<file path="src/rtl/rphs_pkg.sv">
package rphs_pkg;

    localparam int SLOTS     = 1024;
    localparam int SLOT_W    = $clog2(SLOTS);
    localparam int BATCH_W   = 7;
    localparam int MAX_BATCH = 64;

    localparam logic [63:0] HASH_MUL  = 64'hc6a4a7935bd1e995;
    localparam int          HASH_SHR  = 47;
    localparam logic [63:0] HASH_SEED = 64'h8445d61a4e774912;
    localparam logic [63:0] HASH_INIT = HASH_SEED ^ (HASH_MUL << 3);

    localparam logic [1:0] MODE_INS  = 2'd0;
    localparam logic [1:0] MODE_REM  = 2'd1;
    localparam logic [1:0] MODE_SCAN = 2'd2;

    localparam logic [1:0] ST_EMPTY   = 2'd0;
    localparam logic [1:0] ST_LIVE    = 2'd1;
    localparam logic [1:0] ST_DELETED = 2'd2;

    localparam logic [1:0] RES_OK        = 2'd0;
    localparam logic [1:0] RES_NOT_FOUND = 2'd1;
    localparam logic [1:0] RES_FULL      = 2'd2;
    localparam logic [1:0] RES_DUP       = 2'd3;

    typedef struct packed {
        logic [1:0]        mode;
        logic [31:0]       page_id;
        logic [SLOT_W-1:0] slot;
    } cmd_t;

endpackage

</file>
<file path="src/rtl/rphs_hash.sv">
module rphs_hash (
    input  logic                clk,
    input  logic                rst_n,
    input  logic                in_valid,
    output logic                in_ready,
    input  logic [1:0]          mode,
    input  logic [31:0]         page_id,
    output logic                cmd_valid,
    input  logic                cmd_ready,
    output rphs_pkg::cmd_t      cmd
);
    import rphs_pkg::*;

    logic        busy_reg, busy_next;
    logic        done_reg, done_next;
    logic [1:0]  op_reg, op_next;
    logic [1:0]  ph_reg, ph_next;
    logic [63:0] x_reg, x_next;
    logic [63:0] acc_reg, acc_next;
    cmd_t        cmd_reg, cmd_next;
    logic [31:0] mul_a, mul_b;
    logic [63:0] prod;
    logic [63:0] sum;
    logic [63:0] post;

    assign in_ready  = !busy_reg && !done_reg;
    assign cmd_valid = done_reg;
    assign cmd       = cmd_reg;

    assign mul_a = (ph_reg == 2'd2) ? x_reg[63:32] : x_reg[31:0];
    assign mul_b = (ph_reg == 2'd1) ? HASH_MUL[63:32] : HASH_MUL[31:0];
    assign prod  = {32'd0, mul_a} * {32'd0, mul_b};
    assign sum   = {acc_reg[63:32] + prod[31:0], acc_reg[31:0]};

    always_comb
    begin
        unique case (op_reg)
            2'd1:    post = sum ^ HASH_INIT;
            default: post = sum ^ (sum >> HASH_SHR);
        endcase
    end

    always_comb
    begin
        busy_next = busy_reg;
        done_next = done_reg;
        op_next   = op_reg;
        ph_next   = ph_reg;
        x_next    = x_reg;
        acc_next  = acc_reg;
        cmd_next  = cmd_reg;
        if (done_reg && cmd_ready)
        begin
            done_next = 1'b0;
        end
        if (in_valid && in_ready)
        begin
            cmd_next.mode    = mode;
            cmd_next.page_id = page_id;
            cmd_next.slot    = '0;
            if (mode == MODE_INS || mode == MODE_REM)
            begin
                busy_next = 1'b1;
                x_next    = {32'd0, page_id};
                op_next   = 2'd0;
                ph_next   = 2'd0;
            end
            else
            begin
                done_next = 1'b1;
            end
        end
        else if (busy_reg)
        begin
            unique case (ph_reg)
                2'd0:
                begin
                    acc_next = prod;
                    ph_next  = 2'd1;
                end
                2'd1:
                begin
                    acc_next = sum;
                    ph_next  = 2'd2;
                end
                default:
                begin
                    x_next  = post;
                    ph_next = 2'd0;
                    op_next = op_reg + 2'd1;
                    if (op_reg == 2'd3)
                    begin
                        busy_next     = 1'b0;
                        done_next     = 1'b1;
                        cmd_next.slot = post[SLOT_W-1:0];
                    end
                end
            endcase
        end
    end

    always_ff @(posedge clk or negedge rst_n)
    begin
        if (!rst_n)
        begin
            busy_reg <= 1'b0;
            done_reg <= 1'b0;
            op_reg   <= 2'd0;
            ph_reg   <= 2'd0;
        end
        else
        begin
            busy_reg <= busy_next;
            done_reg <= done_next;
            op_reg   <= op_next;
            ph_reg   <= ph_next;
        end
    end

    always_ff @(posedge clk)
    begin
        x_reg   <= x_next;
        acc_reg <= acc_next;
        cmd_reg <= cmd_next;
    end

endmodule

</file>
<file path="config.mk">
export PLATFORM = sky130hd
export DESIGN_NAME = rphs_hash
export DESIGN_NICKNAME = d
export VERILOG_FILES = /design/src/rtl/rphs_pkg.sv /design/src/rtl/rphs_hash.sv
export SDC_FILE = /design/constraint.sdc
export NUM_CORES = 2
export LEC_CHECK = 0
export BUFFER_PORTS_ARGS = -buffer_cell sky130_fd_sc_hd__clkbuf_2
export CORE_MARGIN = 1
export CORE_UTILIZATION = 37
export CTS_BUF_LIST = sky130_fd_sc_hd__clkbuf_4
export CTS_CLUSTER_SIZE = 10
export DETAILED_ROUTE_END_ITERATION = 6
export PLACE_DENSITY = 0.48
export SLEW_MARGIN = 20
export SYNTH_ARGS = -nofsm -noshare
export SYNTH_HDL_FRONTEND = slang
export SYNTH_SLANG_ARGS = --single-unit
</file>
<file path="constraint.sdc">
create_clock -name clk -period 12.7 [get_ports clk]
set_clock_uncertainty 0.05 [all_clocks]
set_input_delay 0.635 -clock clk [delete_from_list [all_inputs] [get_ports clk]]
set_output_delay 0.635 -clock clk [all_outputs]
set_load 0.1 [all_outputs]
</file>
[Word level (Yosys, flattened, before mapping)]
Cells that the tools add are included.
Word-level totals
  bits in registers: 178
  input port bits: 38
  output and inout bits: 46
  word-level logic and storage cells: 67
Cells by class
  add/sub/neg operators: 2
  $mul: 1
  eq/ne operators: 7
  mux-type cells: 26
  bitwise gates (word level): 5
  reduce and logical (&&, ||, !) cells: 16
Operator list (number)
  $mux 64: 5
  $pmux 64 s2: 1
  $mul 32x32->64: 1
  $mux 32: 2
  $xor 64x17->64: 1
  $add 32x32->32: 1
  $not 26->26: 1
  $mux 2: 6
  $mux 1: 11
  $reduce_and 3->1: 3
  $eq 2x1->1 const B: 3
  $eq 2x2->1 const B: 2
  $logic_not 2->1: 2
  $ne 2x1->1 const B: 2
  $pmux 2 s2: 1
  $reduce_and 4->1: 1
  $reduce_bool 2->1: 2
  $logic_and 1x1->1: 3
  $not 1->1: 3
  $add 2x1->2 const B: 1
  $logic_not 1->1: 2
  $reduce_and 2->1: 1
  $reduce_or 2->1: 1
  $logic_or 1x1->1: 1

[Logic depth before layout (Yosys ltp)]
  depth after elaboration: 9
  mapped depth: 40

[Least setup slack after synthesis]
OpenSTA, ideal clock, no wires.
  path type: reg-to-reg
  start: register ph_reg[1]
  end: register x_reg[14] (data pin)
  library setup time: 268 ps
  arrival time: 9519 ps
  setup slack: 2863 ps
  stages on the path, launching flop included: 38
  buffers on the path: 3
  period minus slack after synthesis: 9837 ps
  cell sequence: dfrtp_1 nor2b_1 clkbuf_1 buf_2 buf_1 mux2i_1 inv_1 nand2_1 inv_1 ha_1 inv_1 fa_1 fa_1 fa_1 inv_1 fa_1 inv_1 fa_1 [... 2 more ...] fa_1 ha_1 a21o_1 a21o_1 a221oi_1 o31ai_2 xor2_1 ha_1 a21o_1 a21oi_1 nand2_1 a221o_1 a21oi_1 o21ai_1 a2111o_1 a31oi_1 xnor2_1 o21ai_0
Between the ends
  cells in the longest elaborated chain, start to end: 9
Ends and longest elaborated chain
  from (decl): RTL line rphs_hash.sv:17  | logic [1:0] ph_reg, ph_next;
  from (signal assigned): RTL line rphs_hash.sv:116  | ph_reg <= ph_next;
  $eq 2x2->1 or $eq 2x1->1 (tied branches): RTL line rphs_hash.sv:30, rphs_hash.sv:31
  $mux 32 (on tied branches): RTL line rphs_hash.sv:30, rphs_hash.sv:31
  $mul 32x32->64 (*): RTL line rphs_hash.sv:32  | assign prod = {32'd0, mul_a} * {32'd0, mul_b};
  $add 32x32->32 (*): RTL line rphs_hash.sv:33  | assign sum = {acc_reg[63:32] + prod[31:0], acc_reg[31:0]};
  $xor 64x17->64 (*): RTL line rphs_hash.sv:39  | default: post = sum ^ (sum >> HASH_SHR);
  $mux 64 (*): RTL line rphs_hash.sv:37  | unique case (op_reg)
  $mux 64 (*): RTL line rphs_hash.sv:75  | unique case (ph_reg)
  $mux 64 (*): RTL line rphs_hash.sv:73  | else if (busy_reg)
  $mux 64 (*): RTL line rphs_hash.sv:56  | if (in_valid && in_ready)
  named net x_next[14]: RTL line rphs_hash.sv:18  | logic [63:0] x_reg, x_next;
  to (signal assigned): RTL line rphs_hash.sv:122  | x_reg <= x_next;
  to (decl): RTL line rphs_hash.sv:18
Mark *: on every way through the listed nets, which the timed path passes. The rest lies on a longest branch. The select of a mux whose other input is x is not followed.
A chain may end at the register's enable or synchronous reset.

[Worst setup path after layout]
  start: register ph_reg[1]
  end: register x_reg[16] (data pin)
The elaborated chain is that of the path after synthesis.

==> results by stage <==
Outcome:
- The run finished with clean final reports.

Worst setup path:
- The launching element of the worst setup path is ph_reg[1].
- STA classifies the critical path endpoint as a flip-flop.
- The setup path with the least slack is of type flip-flop to flip-flop.
- The startpoint of the worst-slack reg-to-reg timing path is ph_reg[1].
- The biggest cell delay along the critical path is a little under 0.7 ns.
- The combined buffer and inverter count along the critical path is 5.
- The maximum fanout count along the critical path is 9.
- The gate family responsible for the most delay along the worst path is adder cells.
- Counting stages on the worst path, the most repeated cell is sky130_fd_sc_hd__fa_1.
- The slowest cell on the critical path is sky130_fd_sc_hd__xnor2_1.
- The worst path arrival time is ~12 ns.
- The endpoint required time on the critical path is about 13 ns.
- The type of element launching the critical path is a flip-flop.

Logic synthesis:
- The count of yosys warnings during synthesis is 0.
- The netlist uses 84 different library cells.
- Ranked by total cell area, the synthesized netlist is headed by sky130_fd_sc_hd__fa_1, sky130_fd_sc_hd__ha_1, sky130_fd_sc_hd__edfxtp_1, sky130_fd_sc_hd__inv_1, sky130_fd_sc_hd__xnor2_1.
- In this run, synthesis produced a sequential element count of around 180.
- In this run, synthesis inferred 162 flip-flops with an integrated enable.
- The leading register cell type out of synthesis is sky130_fd_sc_hd__edfxtp_1.
- The cell area that synthesis handed to floorplanning was ~33000 µm².
- In this run the mean area of a mapped cell was between 10 and 15 µm².
- Sequential cells were found to cover approximately 16% of the synthesized design area.
- The share of the synthesized area in the top cell type is 37.4%.
- After synthesis, the share of flip-flops with an asynchronous set or reset is 3.37%.
- Synthesis produced around 3200 cells.
- Summed over all instances, the cell type with the most area after synthesis is sky130_fd_sc_hd__fa_1.

Placed design:
- The sum of net half-perimeters after detailed placement is between 90 and 100 mm.
- Routability-driven placement finished with a final weighted congestion of 0.967.
- The count of buffers from port buffering is 83.
- Summing all placed instances gives a cell area of 34800 µm².

Drt:
- Dividing the detail-routed wire length by the instance count gives 25.1 µm.
- After detailed routing, the number of remaining DRC violations is 0.
- The detailed-routing iteration count for the pre-antenna-repair pass is 5.
- In the routed layout, each cell is associated on average with a via count of 5.07.
- The count of routing violations after the opening detailed-route iteration is 1598.
- The detailed router placed about 23000 vias in this run.
- The final wirelength is 112 mm.
- The post-route antenna net violation count is 0.

Floorplanning:
- The initialized floorplan defines 109 standard-cell rows.
- The floorplan step defined a die boundary enclosing 90400 µm².
- In this run the count of I/O pins placed on the die edge is 84.
- The die is around 300 µm tall.
- In this run the horizontal extent of the chip is 301 µm.
- The core region is around 90000 µm².
- Once the floorplan was initialized, standard cells occupied 37.3% of the core.

Timing:
- The remaining max-slew budget at the tightest pin is 31.2%.
- Adding up every negative setup slack in the final design gives 0 ns.
- The maximum achievable frequency is about 84 MHz.
- The number of max-slew violations in the final report is 0.
- The number of setup violations in the final report is 0.
- The number of hold violations in the final report is 0.
- The post-route minimum period is 11.85 ns.
- On the final layout, the worst hold slack is 0.103 ns.
- The post-route fraction of the period consumed by the critical path is 93.3%.
- The transition time of the tightest slew-check pin is just over 1 ns.
- Setup repair after global routing left no endpoint under its margin.

GRT:
- The pin count of the biggest net entering global routing is 70.
- In the global route stage, overall resource usage came out at 25.5%.
- The via count of the first global-routing pass was 23937.
- The initial antenna violation count is 4.
- After global routing the overflow that remains totals 0.
- The wire length of the first global-routing pass is 165 mm.

CTS:
- The H-tree generated during clock tree synthesis spans 4 levels.
- TritonCTS built the clock tree.
- The buffer cell driving the clock tree root is sky130_fd_sc_hd__clkbuf_4.
- At the later pin of the worst-skew pair, clock insertion delay measures around 0.66 ns.
- The number of buffers inserted during clock tree synthesis is 17.
- The buffer levels on the longest clock path is 2.
- The number of clock sinks is 178.
- The clock-pin slew reported for the worst setup and hold paths after clock tree synthesis is 0.21 ns.

Final layout:
- At the end of the flow, the number of nets in the layout was 4364.
- The finished cells cover 35300 µm².
- The final cell utilization of the core is 39.9%.
- The post-route netlist has 6.57% of its cells at a drive strength greater than 1.
- Compared with the post-synthesis result, the final layout area differs by 6.98%.

Job:
- Across the run, the number of max-cap violations was 0.

Worst hold path:
- The startpoint of the tightest hold check path is page_id[28].
- The class of the worst hold path is input pin to flip-flop.
worst paths after layout:
| check | depth (start not counted) | slack [ns] | endpoint |
|---|---|---|---|
| worst max-delay path | 33 | 0.85 | x_reg[16] |
| worst min-delay path | 1 | 0.10 | cmd[38] |
| worst max register to register | 33 | 0.85 | x_reg[16] |
| worst min register to register | 2 | 0.42 | cmd[7] |
| max in group asynchronous | 2 | 12.12 | cmd_valid |
| min in group asynchronous | 2 | 0.29 | ph_reg[0] |
cell families after synthesis:
group	after synthesis	share of synthesized area, %
adders and majority gates	1049	53.8
other	2	0.0228
AOI/OAI and AO/OA	395	7.81
muxes	36	1.14
DFF	178	15.8
buffers and inverters	854	9.77
and+or+nand+nor	573	8.01
xor gates and xnor gates	135	3.63
cell usage in the layout, fill, tap and decap left out, drive strengths merged, types with 9 or more instances in the layout:
cell type / count
inv: 765
fa: 616
ha: 433
nand2: 192
nor2: 176
edfxtp: 162
a21oi: 125
clkbuf: 100
xnor2: 99
o21ai: 91
a21o: 55
and2: 48
buf: 45
xor2: 36
mux2i: 27
nand3: 24
nand4: 24
nor3: 24
a211oi: 20
and3: 17
nor2b: 15
a31oi: 14
o21bai: 14
or2: 13
nand2b: 12
or3: 10
dfxtp: 10
o21a: 9
mux2: 9
stage by stage:
| step | worst slack, ns | instances |
|---|---|---|
| final | 0.845 | 4459 |
| after global routing | 0.284 | 4456 |
| after floorplan | 2.86 | 3226 |
| after detailed placement | 0.741 | 4414 |
| after global placement | 0.608 | 4414 |
| after CTS | 0.591 | 4447 |
area by class of cell:
cell class	instances	area [µm²]
fillers	8861	53100
multi-input cells	2194	24600
flip-flops and latches	178	5220
inverters	757	2840
well taps	1165	1460
repair buffers	129	808
clock inverters	15	209
clock buffers	17	128
diodes	4	10.0
repair_timing:
action,CTS,global route
gates resized for setup,0,0
hold buffers,1,0
setup endpoints to repair,0,6
setup buffers,0,7
hold endpoints to repair,6,0
Yosys cell counts (35+ instances only):
cell type,count
sky130_fd_sc_hd__and2_1,47
sky130_fd_sc_hd__xnor2_1,98
sky130_fd_sc_hd__inv_1,756
sky130_fd_sc_hd__xor2_1,35
sky130_fd_sc_hd__edfxtp_1,162
sky130_fd_sc_hd__fa_1,616
sky130_fd_sc_hd__nor2_1,176
sky130_fd_sc_hd__o21ai_0,83
sky130_fd_sc_hd__clkbuf_1,83
sky130_fd_sc_hd__ha_1,433
sky130_fd_sc_hd__a21o_1,55
sky130_fd_sc_hd__nand2_1,192
sky130_fd_sc_hd__a21oi_1,120
layer usage:
| layer | wire length (µm) | track usage (%) | vias to the layer above | share of wire (%) |
|---|---|---|---|---|
| li1 | - | - | 10299 | - |
| met3 | 8130 | 5.51 | 109 | 7.3 |
| met5 | 0 | 0 | - | 0 |
| met1 | 50400 | 36.4 | 11466 | 45 |
| met2 | 50300 | 39.2 | 724 | 45 |
| met4 | 2880 | 6.31 | 0 | 2.6 |
Power is left out: the tool's default activity adds up to more than one toggle a clock period on the data nets, which glitch-free logic cannot reach.
