### src/rtl/rphs_pkg.sv
package rphs_pkg;

    localparam int SLOTS     = 1024;
    localparam int SLOT_W    = $clog2(SLOTS);
    localparam int BATCH_W   = 7;
    localparam int MAX_BATCH = 64;

    localparam logic [63:0] HASH_MUL  = 64'hc6a4a7935bd1e995;
    localparam int          HASH_SHR  = 47;
    localparam logic [63:0] HASH_SEED = 64'h8445d61a4e774912;
    localparam logic [63:0] HASH_INIT = HASH_SEED ^ (HASH_MUL << 3);

    localparam logic [1:0] MODE_INS  = 2'd0;
    localparam logic [1:0] MODE_REM  = 2'd1;
    localparam logic [1:0] MODE_SCAN = 2'd2;

    localparam logic [1:0] ST_EMPTY   = 2'd0;
    localparam logic [1:0] ST_LIVE    = 2'd1;
    localparam logic [1:0] ST_DELETED = 2'd2;

    localparam logic [1:0] RES_OK        = 2'd0;
    localparam logic [1:0] RES_NOT_FOUND = 2'd1;
    localparam logic [1:0] RES_FULL      = 2'd2;
    localparam logic [1:0] RES_DUP       = 2'd3;

    typedef struct packed {
        logic [1:0]        mode;
        logic [31:0]       page_id;
        logic [SLOT_W-1:0] slot;
    } cmd_t;

endpackage

### src/rtl/rphs_fifo.sv
module rphs_fifo (
    input  logic           clk,
    input  logic           rst_n,
    input  logic           wr_valid,
    output logic           wr_ready,
    input  rphs_pkg::cmd_t wr_data,
    output logic           rd_valid,
    input  logic           rd_ready,
    output rphs_pkg::cmd_t rd_data
);
    import rphs_pkg::*;

    cmd_t       mem_reg [2];
    logic       wp_reg, rp_reg;
    logic [1:0] cnt_reg;
    logic       push, pop;

    assign wr_ready = (cnt_reg != 2'd2);
    assign rd_valid = (cnt_reg != 2'd0);
    assign rd_data  = mem_reg[rp_reg];
    assign push     = wr_valid && wr_ready;
    assign pop      = rd_valid && rd_ready;

    always_ff @(posedge clk or negedge rst_n)
    begin
        if (!rst_n)
        begin
            wp_reg  <= 1'b0;
            rp_reg  <= 1'b0;
            cnt_reg <= 2'd0;
        end
        else
        begin
            if (push)
            begin
                wp_reg <= !wp_reg;
            end
            if (pop)
            begin
                rp_reg <= !rp_reg;
            end
            cnt_reg <= cnt_reg + {1'b0, push} - {1'b0, pop};
        end
    end

    always_ff @(posedge clk)
    begin
        if (push)
        begin
            mem_reg[wp_reg] <= wr_data;
        end
    end

endmodule

### config.mk
export PLATFORM = sky130hd
export DESIGN_NAME = rphs_fifo
export DESIGN_NICKNAME = d
export VERILOG_FILES = /design/src/rtl/rphs_pkg.sv /design/src/rtl/rphs_fifo.sv
export SDC_FILE = /design/constraint.sdc
export NUM_CORES = 1
export LEC_CHECK = 0
export ABC_AREA = 0
export BUFFER_PORTS_ARGS = -buffer_cell sky130_fd_sc_hd__buf_2
export CORE_UTILIZATION = 51
export CTS_BUF_LIST = sky130_fd_sc_hd__clkbuf_16
export CTS_CLUSTER_DIAMETER = 80
export DETAILED_ROUTE_END_ITERATION = 7
export GPL_TIMING_DRIVEN = 0
export PLACE_DENSITY = 0.78
export SYNTH_ARGS = -nofsm -noshare
export SYNTH_HDL_FRONTEND = slang
export SYNTH_SLANG_ARGS = --single-unit
### constraint.sdc
create_clock -name clk -period 4 [get_ports clk]
set_clock_uncertainty 0.05 [all_clocks]
set_input_delay 0.2 -clock clk [delete_from_list [all_inputs] [get_ports clk]]
set_output_delay 0.2 -clock clk [all_outputs]
set_load 0.03 [all_outputs]
Word level (Yosys, flattened, before mapping)
Memory sizes are Yosys's and may differ from the RTL's. Index checks and enable logic that the tools add are counted.

$add $sub $neg: 2. Eq/ne operators: 1. Muxes and demuxes: 2. Reduce and logical (&&, ||, !) cells: 5.

Operators with widths (number): $add A2 B1 Y2 (1); $logic_and A1 B1 Y1 (2); $logic_not A1 Y1 (2); $mux W1 (2); $ne A2 B2 Y1 const B (1); $reduce_bool A2 Y1 (1); $sub A2 B1 Y2 (1).

Bits in registers: 4. Bits in writable memories: 88. Input bits: 48. Word-level logic and storage cells: 14. Memories: 1.

Memories: mem_reg (depth 2, bits a word 44, rd ports 1, clocked after memory_dff 0, wr ports 1, RTL line rphs_fifo.sv:13) `cmd_t mem_reg [2];`.

Depth between registers and ports, before layout
Gate-level depths: netlist (run 1).

Depth in word-level cells: 4. Mapped depth: 5.

Least setup slack after synthesis (run 1)
No wires, ideal clock.

Path kind: reg-to-reg. Start: register cnt_reg[0]. End: memory mem_reg[0][0] (netlist bit) (enable). Arrival: 2.744 ns. Path slack: 0.760 ns. Stages on the path, launching flop included: 4. Path buffers: 0. Period minus slack after synthesis: 3.240 ns. Cells stage by stage: dfrtp_1 -> nand2b_1 -> nand2_1 -> nor2_1.

Longest elaborated chain between the ends: 4.

Ends and longest elaborated chain: start: declaration (RTL line rphs_fifo.sv:15) `logic [1:0] cnt_reg;`; start signal: assignment (RTL line rphs_fifo.sv:42) `cnt_reg <= cnt_reg + {1'b0, push} - {1'b0, pop};`; $ne A2 B2 Y1 (RTL line rphs_fifo.sv:18) `assign wr_ready = (cnt_reg != 2'd2);`; via wr_ready (RTL line rphs_fifo.sv:5) `output logic wr_ready,`; $logic_and A1 B1 Y1 (RTL line rphs_fifo.sv:21) `assign push = wr_valid && wr_ready;`; $mux W1 (RTL line rphs_fifo.sv:48) `if (push)`; $mux W1 (not written as such) (RTL line rphs_fifo.sv:50) `mem_reg[wp_reg] <= wr_data;`; end: declaration (RTL line rphs_fifo.sv:13).

The timed path passes the listed nets, and every way through them passes these cells.

Worst setup path after layout (run 1)
Start: register cnt_reg[0]. End: memory mem_reg[0][23] (netlist bit) (enable).

Longest elaborated chain between the ends: 4.

Ends and longest elaborated chain (RTL line): $ne A2 B2 Y1 (rphs_fifo.sv:18); $logic_and A1 B1 Y1 (rphs_fifo.sv:21); $mux W1 (rphs_fifo.sv:48); $mux W1 (not written as such) (rphs_fifo.sv:50).

Every way passes these cells.

==> metrics, run 1 <==
Nets 345; first-pass GRT wire length 9.20 mm; Worst Tran Pin Value 1.05 ns; Reg power frac 0.390; synthesis-to-finish area growth 36.3%; Post-CTS Hold Fix Bufs 32; IO Pins 94; max-slew violation count 0; post-synth net total 208; hold depth 1; commonest non-fill, non-tap cells in the layout buf_2 (98), edfxtp_1 (88), mux2_2 (44); routed vias/inst 5.01; distinct cell type count after synthesis 17; most common cell after layout, fill and taps aside buf_2; Hold Startpoint wr_data[19]; WP data arrival 1.99 ns; CTS clock-pin slew for the worst setup and hold paths 0.06 ns; Int Pwr 0.00233 W; final setup violation count 0; core area 0.00639 mm2; RSZ-0062 raised after global routing no; final wirelength 5.98 mm; hold_ws 0.0132 ns; Layout fillers 431; Register Area 0.00274 mm2; final worst slack 2.00 ns; die span in x 83.6 um; Post-Syn Area per Cell 21.4 um2; final instance area 0.00463 mm2; type of origin of the critical path flip-flop; worst vdd ir 495 uV; Root Buffer clkbuf_16; Max Root-Sink Buffers 2; Core Util, Final 0.725; post-DP HPWL 3.72 mm; FF-to-FF End mem_reg[0][23]; number of DRC markers in iteration 0 73; post-CTS setup-driven buffer insertion count 0; drt drc 0; Critical path origin cnt_reg[0]; flops & latches, synth 92; RD Place Congestion 0.680; post-layout min period 2.00 ns; CTS tree done; HP Class input port to flip-flop; All-Layer GR Usage 0.177; Worst R2R Setup Slack 2.00 ns; via count 1,892; DIE AREA 0.00699 mm2; Clock Latency Late Sink 0.33 ns; Port Buffers 93; Cell Rows 29; switch share 0.344; Ys Warns 0; crit path capture mem_reg[0][23]; Comb pwr share 0.363; max reg flops 88; largest net degree at the start of global routing 45; period utilisation layout 0.500; post-route ant nets 0; total of max-cap violations 0; cells on worst reg2reg path 4; relative slew slack 0.303; hold violation count in the final report 0; Post-CTS Resized 0; Pwr Density 767 mW/mm2; max frequency 0.500 GHz; final setup TNS 0 ns; vias in the first global route 1,976; area occupied by multi-input gates 637 um2; Mapped Area 0.00340 mm2; total grt overflow 0; initial antenna violation count 0; CTS Sinks 92; die height 83.6 um; clock network power share 0.247; worst reg2reg startpoint cnt_reg[0]; Place WS 1.99 ns; Inserted Diodes 0; Post-DP Area 0.00399 mm2; NetSw 0.00122 W; initial core utilization 0.532; Num CTS Buffers 9; critical path data required time 3.99 ns; drt pass-1 iters 4; synthesized instance count 159; # H-tree levels 3; WL/cell 15.8 um; crit end category flip-flop; post-synthesis sequential area ratio 0.807; status finished, final reports clean; CP max FO 26; layout cells sized above 1 0.542; leak pwr 1.77 nW; Crit Path Class flip-flop to flip-flop
==> worst max-delay path: stages (launching register included) <==
cell      delay [ns]
dfrtp_1         0.44
nand2b_1        0.18
nand2_1         0.12
nor2_4          0.66
buf_16          0.24
==> area by class of cell <==
| cell class | count | area share |
|---|---|---|
| Clock inverter | 7 | 0.0197 |
| Timing Repair Buffer | 126 | 0.176 |
| Sequential cell | 92 | 0.592 |
| Buffer | 5 | 0.00540 |
| Tap cell | 77 | 0.0208 |
| Clock buffer | 9 | 0.0486 |
| Multi-Input combinational cell | 62 | 0.138 |
==> worst min-delay path by stage <==
| stage | slack [ns] | endpoint |
|---|---|---|
| 2_1_floorplan | -0.15 | cnt_reg[0] |
| 3_3_place_gp | -0.04 | wp_reg |
| 3_5_place_dp | -0.03 | wp_reg |
| 4_1_cts | 0.0006 | mem_reg[0][37] |
| 5_1_grt | 0.003 | mem_reg[1][22] |
| 6_report | 0.01 | mem_reg[0][19] |
==> power groups by stage <==
stage	clock network (W)	logic (W)	registers, W
2_1_floorplan	0	0.000930	0.00139
4_1_cts	0.000895	0.00130	0.00139
6_report	0.000876	0.00129	0.00139
3_3_place_gp	0	0.00123	0.00140
3_5_place_dp	0	0.00127	0.00141
5_1_grt	0.000924	0.00137	0.00141
==> synth_stat cells (all sizes together) <==
cell    instances  area share
buf             5      0.0074
xnor2           3      0.0077
and3            1      0.0022
mux2           44        0.15
nand3           1      0.0015
edfxtp         88        0.78
nor2            3      0.0033
ha              1      0.0037
nand2           2      0.0022
nand2b          1      0.0018
and4bb          1      0.0037
o21ai           1      0.0015
a311oi          1      0.0044
or2             1      0.0018
and2b           1      0.0026
o21ba           1      0.0029
dfrtp           4       0.029
==> kinds of logic after synthesis <==
family,after synthesis,synth area share
DFF,92,0.807
muxes,44,0.146
and+or+nand+nor,11,0.0192
buffers and inverters,5,0.00737
AOI/OAI and AO/OA,3,0.00884
xor gates and xnor gates,3,0.00774
adders and majority gates,1,0.00368
==> routing by layer <==
| layer | share of wire | vias up | track usage |
|---|---|---|---|
| li1 | - | 910 | - |
| met1 | 0.40 | 903 | 0.196 |
| met2 | 0.53 | 65 | 0.309 |
| met3 | 0.051 | 14 | 0.0564 |
| met4 | 0.023 | 0 | 0.0832 |
| met5 | 0 | - | 0 |
==> stage by stage <==
step / instances / total power, W
5_1_grt: 378 / 0.00370
6_report: 378 / 0.00355
2_1_floorplan: 159 / 0.00232
3_3_place_gp: 329 / 0.00262
3_5_place_dp: 330 / 0.00268
4_1_cts: 378 / 0.00359
No activity file was read; power rests on OpenSTA's default activity.
==> run 2: changes to the inputs <==
==> constraint.sdc (replaced) <==
create_clock -name clk -period 1.85 [get_ports clk]
set_clock_uncertainty 0.05 [all_clocks]
set_input_delay 0.0925 -clock clk [delete_from_list [all_inputs] [get_ports clk]]
set_output_delay 0.0925 -clock clk [all_outputs]
set_load 0.03 [all_outputs]
==> metrics, run 2 (synthesis gave the netlist of run 1 again) <==
first-pass GRT wire length 10.4 mm (+13%); max frequency 0.571 GHz; most common cell after layout, fill and taps aside buf_2; Inserted Diodes 0 (unchanged); Root Buffer clkbuf_16; Worst Tran Pin Value 0.703 ns (-0.343 ns); type of origin of the critical path flip-flop; relative slew slack 0.531 (+0.227); drt drc 0 (unchanged); Slowest-stage cell, CP mux2_2; layout cells sized above 1 0.530 (-0.0114); WL/cell 16.5 um (+4.6%); final worst slack 0.0980 ns (-1.90 ns); CP top delay family buffers and inverters; max-slew violation count 0 (unchanged); post-route ant nets 0 (unchanged); CP max FO 10 (-62%); initial antenna violation count 0 (unchanged); # H-tree levels 3 (unchanged); routed vias/inst 4.99 (-0.31%); final setup violation count 0 (unchanged); Nets 359 (+4.1%); die height 83.6 um (unchanged); Place WS -0.319 ns (-2.31 ns); CP Buf/Inv Count 3 (+2); die span in x 83.6 um (unchanged); Crit Path Class flip-flop to output port; DIE AREA 0.00699 mm2 (unchanged); number of DRC markers in iteration 0 46 (-37%); core area 0.00639 mm2 (unchanged); worst reg2reg startpoint cnt_reg[0]; Max Root-Sink Buffers 2 (unchanged); Power Total 0.00761 W (+110%); Port Buffers 93 (unchanged); RSZ-0062 raised after global routing no; Critical Path, Cell by Cell clkbuf_4, buf_4, mux2_2, buf_2; Num CTS Buffers 9 (unchanged); vias in the first global route 2,208 (+12%); post-CTS setup-driven buffer insertion count 0 (unchanged); crit end category output port; WP data arrival 1.61 ns (-0.38 ns); initial core utilization 0.532 (unchanged); max reg flops 88 (unchanged); final wirelength 6.48 mm (+8.4%); via count 1,956 (+3.4%); synthesis-to-finish area growth 40.0%; hold violation count in the final report 0 (unchanged); HP Class input port to asynchronous set/reset pin; Critical path origin rp_reg; All-Layer GR Usage 0.201 (+0.0239); CTS clock-pin slew for the worst setup and hold paths 0.06 ns (about the same); drt pass-1 iters 4 (unchanged); CTS tree done; worst vdd ir 1190 uV (+140%); leak pwr 1.82 nW (+2.8%); largest net degree at the start of global routing 45 (unchanged); post-DP HPWL 3.52 mm (-5.5%); status finished, final reports clean; Layout fillers 406 (-5.8%); CP max stage delay 0.36 ns (-0.30 ns); period utilisation layout 0.947; IO Pins 94 (unchanged); RD Place Congestion 0.690 (+1.5%); critical path data required time 1.71 ns (-2.28 ns); Pwr Density 1600 mW/mm2 (+110%); total of max-cap violations 0 (unchanged); commonest non-fill, non-tap cells in the layout buf_2 (93), edfxtp_1 (88), dlygate4sd3_1 (46); post-layout min period 1.75 ns; CTS Sinks 92 (unchanged); Clock Latency Late Sink 0.33 ns (about the same); Cell Rows 29 (unchanged); total grt overflow 0 (unchanged)
run 2: changes by cell type in the layout (fill, tap and decap cells not counted), sizes merged:
cell         change
clkinvlp         +1
nor2             +1
dlygate4sd3     +14
buf              -2
bufinv           -1
clkbuf           +1
run 2: timing repair:
| item | 4_1_cts | 5_1_grt |
|---|---|---|
| cloned | 1 | 0 |
| endpoints found under the setup margin | 127 | 39 |
| gates resized for setup | 3 | 7 |
| pin swaps | 1 | 0 |
| hold buffers | 46 | 0 |
| hold endpoints to repair | 93 | 0 |
run 2: through the flow:
| step | utilization | area, um2 | setup TNS, ns | std cells | hold slack [ns] |
|---|---|---|---|---|---|
| floorplan | - | 3410 | 0 | 159 | -0.253 |
| global placement | 0.623 | 3980 | -18.01 | 329 | -0.140 |
| detailed placement | 0.623 | 3980 | -19.65 | 329 | -0.139 |
| CTS | 0.743 | 4750 | -0.513 | 392 | 0.0397 |
| global route | 0.745 | 4760 | 0 | 392 | 0.0556 |
| finish | 0.745 | 4760 | 0 | 392 | 0.0424 |
run 2: path summary, 6_finish.rpt:
check	to	depth (start not counted)	slack, ns
max in group asynchronous	cnt_reg[1]	2	1.59
max reg2reg	mem_reg[0][40]	3	0.12
min in group clk	cnt_reg[1]	3	0.14
min reg2reg	cnt_reg[0]	1	0.58
min	rp_reg	2	0.04
max	rd_data[26]	4	0.1
run 2: final cells by class:
class / count / area, um2 / area share
sequential: 92 / 2740 / 0.577
timing repair buffer: 139 / 926 / 0.195
buffer: 5 / 37.5 / 0.00789
multi-input combinational: 63 / 662 / 0.139
clock inverter: 7 / 67.6 / 0.0142
clock buffer: 9 / 225 / 0.0473
tap: 77 / 96.3 / 0.0203
run 2: routing by layer:
metal  wire length [um]  global-route usage  vias up
met5                  0                   0        -
met4                105               0.102        0
met3                434              0.0534        8
met2               3400               0.356       73
met1               2550               0.221      946
li1                   -                   -      929
run 2: power by group:
group / switching [W] / internal (W)
clock: 0.000726 / 0.00104
sequential: 0.000157 / 0.00286
combinational: 0.00179 / 0.00104
total: 0.00267 / 0.00494
